$ cat config.mk
export PLATFORM = sky130hd
export DESIGN_NAME = rwm_divider
export DESIGN_NICKNAME = d
export VERILOG_FILES = /design/src/hw/rtl/rwm_pkg.sv /design/src/hw/rtl/rwm_divider.sv
export SDC_FILE = /design/constraint.sdc
export NUM_CORES = 1
export LEC_CHECK = 0
export ABC_AREA = 1
export BUFFER_PORTS_ARGS = -buffer_cell sky130_fd_sc_hd__buf_2
export CAP_MARGIN = 0
export CELL_PAD_IN_SITES_DETAIL_PLACEMENT = 1
export CELL_PAD_IN_SITES_GLOBAL_PLACEMENT = 1
export CORE_MARGIN = 5
export CORE_UTILIZATION = 36
export DETAILED_ROUTE_END_ITERATION = 6
export MAX_ROUTING_LAYER = met4
export PLACE_DENSITY = 0.75
export SYNTH_ARGS = -nofsm -noshare
export SYNTH_HDL_FRONTEND = slang
export SYNTH_SLANG_ARGS = --single-unit
$ cat constraint.sdc
create_clock -name clk -period 1.8 [get_ports clk]
set_input_delay 0.09 -clock clk [delete_from_list [all_inputs] [get_ports clk]]
set_output_delay 0.09 -clock clk [all_outputs]
set_load 0.01 [all_outputs]
$ cat src/hw/rtl/rwm_pkg.sv
// rwm_pkg: shared widths, status codes and the divider request type
// for the ring window mean block; no dependencies
package rwm_pkg;

  localparam int SAMPLE_W  = 32;
  localparam int IDX_W     = 8;
  localparam int WIN_W     = 9;
  localparam int LEN_W     = 9;
  localparam int STATUS_W  = 2;
  // 511 samples of 32 bits fit a 41-bit signed sum
  localparam int SUM_W     = 41;
  localparam int DIV_CNT_W = 6;

  localparam logic [STATUS_W-1:0] ST_OK         = 2'd0;
  localparam logic [STATUS_W-1:0] ST_BAD_WINDOW = 2'd1;
  localparam logic [STATUS_W-1:0] ST_BAD_INDEX  = 2'd2;

  typedef struct packed {
    logic             start;
    logic             neg;
    logic [WIN_W-1:0] divisor;
  } div_req_t;

endpackage

$ cat src/hw/rtl/rwm_divider.sv
// rwm_divider: restoring divider, one quotient bit per cycle, sign fixed at end
// depends on rwm_pkg for widths and the request struct
module rwm_divider (
  input  logic                         clk,
  input  logic                         rst_n,
  input  rwm_pkg::div_req_t            req,
  input  logic [rwm_pkg::SUM_W-1:0]    dividend,
  output logic                         done,
  output logic [rwm_pkg::SAMPLE_W-1:0] quotient
);

  logic                           busy_r;
  logic                           done_r;
  logic [rwm_pkg::DIV_CNT_W-1:0]  cnt_r;
  logic                           neg_r;
  logic [rwm_pkg::WIN_W-1:0]      div_r;
  logic [rwm_pkg::WIN_W-1:0]      rem_r;
  logic [rwm_pkg::SUM_W-1:0]      quo_r;

  logic [rwm_pkg::WIN_W:0]        trial;
  logic [rwm_pkg::WIN_W:0]        diff;
  logic                           q_bit;
  logic [rwm_pkg::WIN_W-1:0]      rem_nxt;
  logic [rwm_pkg::SUM_W-1:0]      q_signed;

  always_comb begin
    trial   = {rem_r, quo_r[rwm_pkg::SUM_W-1]};
    diff    = trial - {1'b0, div_r};
    q_bit   = (trial >= {1'b0, div_r});
    rem_nxt = q_bit ? diff[rwm_pkg::WIN_W-1:0] : trial[rwm_pkg::WIN_W-1:0];
  end

  always_ff @(posedge clk) begin
    if (!rst_n) begin
      busy_r <= 1'b0;
      done_r <= 1'b0;
      cnt_r  <= '0;
    end else begin
      done_r <= busy_r && !req.start && (cnt_r == rwm_pkg::DIV_CNT_W'(1));
      if (req.start) begin
        busy_r <= 1'b1;
        cnt_r  <= rwm_pkg::DIV_CNT_W'(rwm_pkg::SUM_W);
      end else if (busy_r) begin
        cnt_r <= cnt_r - 1'b1;
        if (cnt_r == rwm_pkg::DIV_CNT_W'(1)) begin
          busy_r <= 1'b0;
        end
      end
    end
  end

  always_ff @(posedge clk) begin
    if (req.start) begin
      neg_r <= req.neg;
      div_r <= req.divisor;
      rem_r <= '0;
      quo_r <= dividend;
    end else if (busy_r) begin
      rem_r <= rem_nxt;
      quo_r <= {quo_r[rwm_pkg::SUM_W-2:0], q_bit};
    end
  end

  // truncation toward zero: divide magnitudes, then restore the sign
  assign q_signed = neg_r ? (~quo_r + 1'b1) : quo_r;
  assign quotient = q_signed[rwm_pkg::SAMPLE_W-1:0];
  assign done     = done_r;

endmodule
==> flow_summary.json, run 1 <==
{
  "path_delay_family": "simple AND/OR/NAND/NOR gates",
  "n_antenna_cell": 0,
  "die_h_um": 120,
  "clock-sinks": 68,
  "synth_xor_area_frac": 0.0505,
  "clkTransAtPathRegs_ps": 60,
  "synthMuxAreaShare": 0,
  "max-cap-violations": 0,
  "r2r_cells": 11,
  "tightest_slew_ps": 399,
  "syn_to_final_growth_pct": 47.7,
  "outcome": "complete, but fails checks",
  "period_needed_ps": 2070,
  "detail_route.first_pass.iterations": 4,
  "arrival_ps": 1980,
  "cp_common_cell": "nor2_4",
  "setup.worst_path.class": "register to output port",
  "cts_buffer_depth": 2,
  "p_leak_uw": 0.00299,
  "synth_fp_nets": 652,
  "cts_tree": "done",
  "port_buffers": 86,
  "synthCells": 585,
  "path_depth": 8,
  "min_period_over_period": 1.15,
  "async_flop_share": 0,
  "seqPwrFrac": 0.377,
  "start_util": 0.364,
  "hold_viol": 0,
  "worstPathCellList": "nor2_4, nand3_4, nor2_4, nand3_2, nand2_4, nand2_2, xor2_2, buf_2",
  "cts_buffers": 9,
  "synthesis.area_um2": 4340,
  "drc_errors": 0,
  "drt_iter0_drc": 292,
  "vias": 4566,
  "multi_input_area_um2": 2630,
  "drive_gt1_frac": 0.372,
  "grt_pass1_wl_um": 23400,
  "synth_ff_type": "edfxtp_1",
  "synth-simple-area-share": 0.315,
  "p_comb_frac": 0.264,
  "totalWireLength_um": 16000,
  "core-area_um2": 11900,
  "clock_latency_ps": 340,
  "grt_max_degree": 42,
  "violations": "negative setup slack",
  "intPower_uw": 3540,
  "yosysSeqAreaShare": 0.432,
  "ys_types": 29,
  "ant_nets": 0,
  "die_w_um": 120,
  "grt_usage": 0.210,
  "h-tree-depth": 3,
  "crit_slowest_cell": "edfxtp_1",
  "finalSetupViolCount": 33,
  "utilization": 0.538,
  "holdPathStages": 3,
  "crit_required_ps": 1710,
  "synth_compound_area_frac": 0.0716,
  "ys_seq_elements": 68,
  "path_max_fanout": 4,
  "yosysWarnings": 0,
  "ir_drop_uv": 461,
  "power_density_nw_per_um2": 817,
  "rsz0062_at_grt": "true",
  "holdCritPathClass": "primary input to register",
  "slew_violations": 0,
  "power_switching_uw": 1690,
  "layout_common_cells": "172 x nand2_1, 86 x buf_2, 66 x inv_1",
  "wire_per_inst_um": 18.0,
  "num_rows": 40,
  "critPathBufInv": 1,
  "power_uw": 5230,
  "avgSynthCellArea_um2": 7.41,
  "die_area_um2": 14300,
  "p_clk_frac": 0.359,
  "slew_headroom": 0.732,
  "grt_pass1_vias": 4769,
  "worst_setup_path_end_kind": "output port",
  "fmax_mhz": 482,
  "globalplace.congestion": 0.849,
  "synth_edf_count": 51,
  "skew_ps": 4.13,
  "synth_top_family_by_area": "simple AND/OR/NAND/NOR gates",
  "fin_ws_ps": -275,
  "fillers": 1426,
  "via_per_inst": 5.12,
  "final_common_cell": "nand2_1",
  "stdcell_area_um2": 6400,
  "placed_area_um2": 5080,
  "final_nets": 807,
  "cts_root_buf": "clkbuf_16",
  "grt-ovfl-total": 0,
  "cpPeakStageDelay_ps": 470,
  "post-dp-hpwl_um": 9760,
  "swShare": 0.323,
  "seqCellArea_um2": 1870,
  "pin_count": 87,
  "antenna_found_initial": 0,
  "worst_setup_path_start_kind": "register",
  "synthAdderAreaFrac": 0.0392
}
[area by class of cell]
class,count,share of cell area
timing repair buffer,161,0.172
sequential,68,0.292
clock inverter,6,0.0111
tap,147,0.0287
clock buffer,10,0.0373
inverter,80,0.0481
multi-input combinational,420,0.410
[worst reg2reg max path, cell delays in order, from the launching register on]
cell and delay, ps:
edfxtp_1 380, inv_2 90, ha_4 120, inv_2 40
fa_2 360, nand3_2 90, nand3_2 100, nand2_4 130
buf_12 160, nand3b_1 130, nand3_2 100, nand2_2 70
[routing by layer]
layer	vias up	global-route usage	wire [um]
met3	32	0.0306	544
met5	-	-	0
met1	2230	0.252	6670
li1	2187	-	-
met2	117	0.355	8370
met4	0	0.0909	427
[worst paths after layout]
check                           slack, ps           end         start
worst max-delay path                 -270  quotient[21]     quo_r[11]
worst min-delay path                   20     quo_r[33]  dividend[33]
worst max register to register        -70      rem_r[6]     quo_r[40]
worst min register to register        490      rem_r[8]      rem_r[8]
[synthesized netlist by cell type (3+ instances only)]
cell / n / share of area
nor2_1: 48 / 0.042
ha_1: 12 / 0.035
nand4_1: 8 / 0.012
a21oi_1: 10 / 0.012
edfxtp_1: 51 / 0.35
nand3b_1: 7 / 0.012
xor2_1: 21 / 0.042
nand3_1: 45 / 0.052
inv_1: 77 / 0.067
nor2_2: 7 / 0.010
dfxtp_1: 17 / 0.079
clkbuf_1: 10 / 0.0087
nand3_2: 5 / 0.012
nand2_1: 194 / 0.17
o21ai_0: 47 / 0.054
xnor2_1: 4 / 0.0081
buf_6: 3 / 0.0078
nand2_2: 4 / 0.0058
[power by group through the flow]
stage | clock (uW) | sequential, uW | combinational, uW
global placement | 0 | 1970 | 984
global route | 1970 | 1990 | 1500
CTS | 1880 | 1950 | 1200
floorplan | 0 | 1950 | 611
detailed placement | 0 | 1970 | 1020
finish | 1880 | 1970 | 1380
[stage by stage]
| step | instances | setup TNS, ps | hold slack [ps] | worst slack [ps] |
|---|---|---|---|---|
| floorplan | 585 | 0 | 188 | 60.9 |
| global placement | 826 | -334 | 267 | -52.2 |
| detailed placement | 826 | -1130 | 268 | -161 |
| CTS | 875 | -3130 | 11.5 | -172 |
| global route | 892 | -8140 | 26.5 | -362 |
| finish | 892 | -5370 | 15.8 | -275 |
[flip-flops by register name, indices dropped and copies added, names as in the netlist]
register,count
div_r,9
cnt_r,6
busy_r,1
done,1
quo_r,41
neg_r,1
rem_r,9
[kinds of logic (layout without fill, tap and decap cells)]
group	after synthesis	after routing
AO/OA/AOI/OAI	61	61
XOR/XNOR	25	25
adder cells (fa/ha/maj)	13	13
buffers and inverters	98	257
flip-flops	68	68
AND/OR/NAND/NOR	320	321
[repair_timing]
item	4_1_cts	5_1_grt
endpoints found under the hold margin	11	0
setup endpoints to repair	36	39
hold buffers	11	0
gates cloned	2	0
buffers inserted	20	18
resized for setup	84	65
pin swaps	51	27
(Power assumes the default switching activity.)
==> run 2, diff against run 1 <==
- CELL_PAD_IN_SITES_DETAIL_PLACEMENT: 1 -> 0
==> run 2 against run 1 <==
The run still ends with negative setup slack left; cell count down 1.0%; sequential share of layout area grew 0.60 points; flip-flop and latch count unchanged; power fell by 1.7%; critical endpoint unchanged; setup slack improved by 87 ps; final area decreased by 2.0%; non-clock buffer count is 9 lower; via count decreased by 7.1%; hold slack lost 1.8 ps.
==> flow_summary.json, run 2 (synthesized netlist as in run 1, its figures left out) <==
{
  "rr_endpoint": "rem_r[3]",
  "layout_common_cells": "171 x nand2_1, 86 x buf_2, 68 x inv_1",
  "setup_tns_ps": -3060,
  "clkTransAtPathRegs_ps": 60,
  "tightest_slew_ps": 458,
  "post-dp-hpwl_um": 8720,
  "max-cap-violations": 0,
  "grt_pass1_vias": 4155,
  "drc_errors": 0,
  "globalplace.congestion": 0.849,
  "pin_count": 87,
  "drive_gt1_frac": 0.360,
  "worst_setup_path_start_kind": "register",
  "core-area_um2": 11900,
  "final_common_cell": "nand2_1",
  "ff2ff_setup_slack_ps": 0,
  "regMostFlops": "quo_r",
  "period_needed_ps": 1990,
  "grt_max_degree": 42,
  "grt_pass1_wl_um": 19900,
  "holdPathStages": 3,
  "ant_nets": 0,
  "wire_per_inst_um": 14.2,
  "path_max_fanout": 4,
  "slew_violations": 0,
  "largest_register_ffs": 41,
  "cts_root_buf": "clkbuf_16",
  "start_util": 0.364,
  "grt_usage": 0.178,
  "min_period_over_period": 1.10,
  "crit_slowest_cell": "edfxtp_1",
  "utilization": 0.527,
  "die_h_um": 120,
  "drt_iter0_drc": 251,
  "totalWireLength_um": 12500,
  "worst_setup_path_end_kind": "output port",
  "fin_ws_ps": -188,
  "cts_buffers": 9,
  "h-tree-depth": 3,
  "top_regs": "quo_r: 41 flops, div_r: 9 flops, rem_r: 9 flops",
  "hold_ws_ps": 14.1,
  "final_nets": 798,
  "worstPathCellList": "nor2_4, nand3_2, nor2_4, nand3_2, nand2_4, nand2_2, xor2_1, buf_2",
  "die_area_um2": 14300,
  "crit_required_ps": 1710,
  "die_w_um": 120,
  "ir_drop_uv": 514,
  "grt-ovfl-total": 0,
  "cts_buffer_depth": 2,
  "fmax_mhz": 503,
  "rsz0062_at_grt": "true",
  "clock-sinks": 68,
  "place_inst": 826,
  "min_to": "quo_r[35]",
  "vias": 4240,
  "min_from": "dividend[35]",
  "num_rows": 40,
  "hold_viol": 0,
  "arrival_ps": 1900,
  "syn_to_final_growth_pct": 44.7,
  "cts_tree": "done",
  "via_per_inst": 4.80,
  "slew_headroom": 0.694,
  "power_density_nw_per_um2": 819,
  "r2r_start": "quo_r[40]",
  "finalSetupViolCount": 28,
  "port_buffers": 86,
  "final_cells": 883,
  "n_antenna_cell": 0,
  "r2r_cells": 11,
  "violations": "negative setup slack",
  "cpPeakStageDelay_ps": 500,
  "p_leak_uw": 0.00295,
  "skew_ps": 5.87,
  "antenna_found_initial": 0,
  "power_uw": 5140,
  "setup.worst_path.class": "register to output port",
  "clock_latency_ps": 350,
  "holdCritPathClass": "primary input to register",
  "detail_route.first_pass.iterations": 4,
  "outcome": "complete, but fails checks"
}
==> run 2: cell count changes in the layout (fill, tap and decap cells not counted), sizes merged <==
cell / before / now
inv: 79 / 78
clkinvlp: 2 / 3
buf: 150 / 140
bufinv: 1 / 2
clkinv: 4 / 3
clkbuf: 10 / 11
==> run 2: power breakdown <==
part	total (uW)	internal [uW]	switching, uW	leakage [uW]
sequential	1960	1850	106	0.000657
combinational	1250	529	724	0.00214
clock	1930	1210	717	0.000149
total	5140	3590	1550	0.00295
==> run 2: cell type report <==
type	instances	area, um^2
Fill cell	1129	5640
Clock buffer	10	229
Timing Repair Buffer	152	1040
Inverter	80	307
Tap cell	147	184
Sequential cell	68	1870
Multi-Input combinational cell	420	2550
Clock inverter	6	88.8
==> run 2: worst max path at each step <==
stage | to | depth (start not counted) | startpoint | slack (ps)
finish | quotient[21] | 8 | quo_r[10] | -190
global route | quotient[24] | 9 | quo_r[0] | -290
CTS | quotient[15] | 9 | quo_r[0] | -140
detailed placement | rem_r[2] | 12 | quo_r[40] | -100
global placement | rem_r[8] | 12 | quo_r[40] | -50
floorplan | quo_r[0] | 9 | quo_r[40] | 60
==> run 2: per-layer routing <==
layer | global-route usage | vias up | part of all wire | wire, um
li1 | - | 2171 | - | -
met5 | - | - | 0 | 0
met3 | 0.0302 | 20 | 0.034 | 424
met2 | 0.273 | 88 | 0.47 | 5870
met4 | 0.0744 | 0 | 0.019 | 234
met1 | 0.234 | 1961 | 0.48 | 6000
==> run 2: what timing repair did <==
action | in CTS | in global routing
gates resized for setup | 58 | 75
hold buffers | 11 | 0
endpoints found under the hold margin | 11 | 0
endpoints found under the setup margin | 36 | 38
cloned | 0 | 2
setup buffers | 11 | 17
pin swaps | 15 | 49
==> run 2: critical path, delay by kind of cell, from the launching register on <==
kind / cells / cell delay, ps
buf+inv: 1 / 160
flops: 1 / 500
simple gates: 6 / 730
xor+xnor: 1 / 160
==> run 2: through the flow <==
stage               setup WS [ps]  cell area (um^2)
floorplan                    60.9              4340
global placement            -52.2              5080
detailed placement          -95.2              5080
CTS                          -141              5800
global route                 -286              6270
finish                       -188              6270
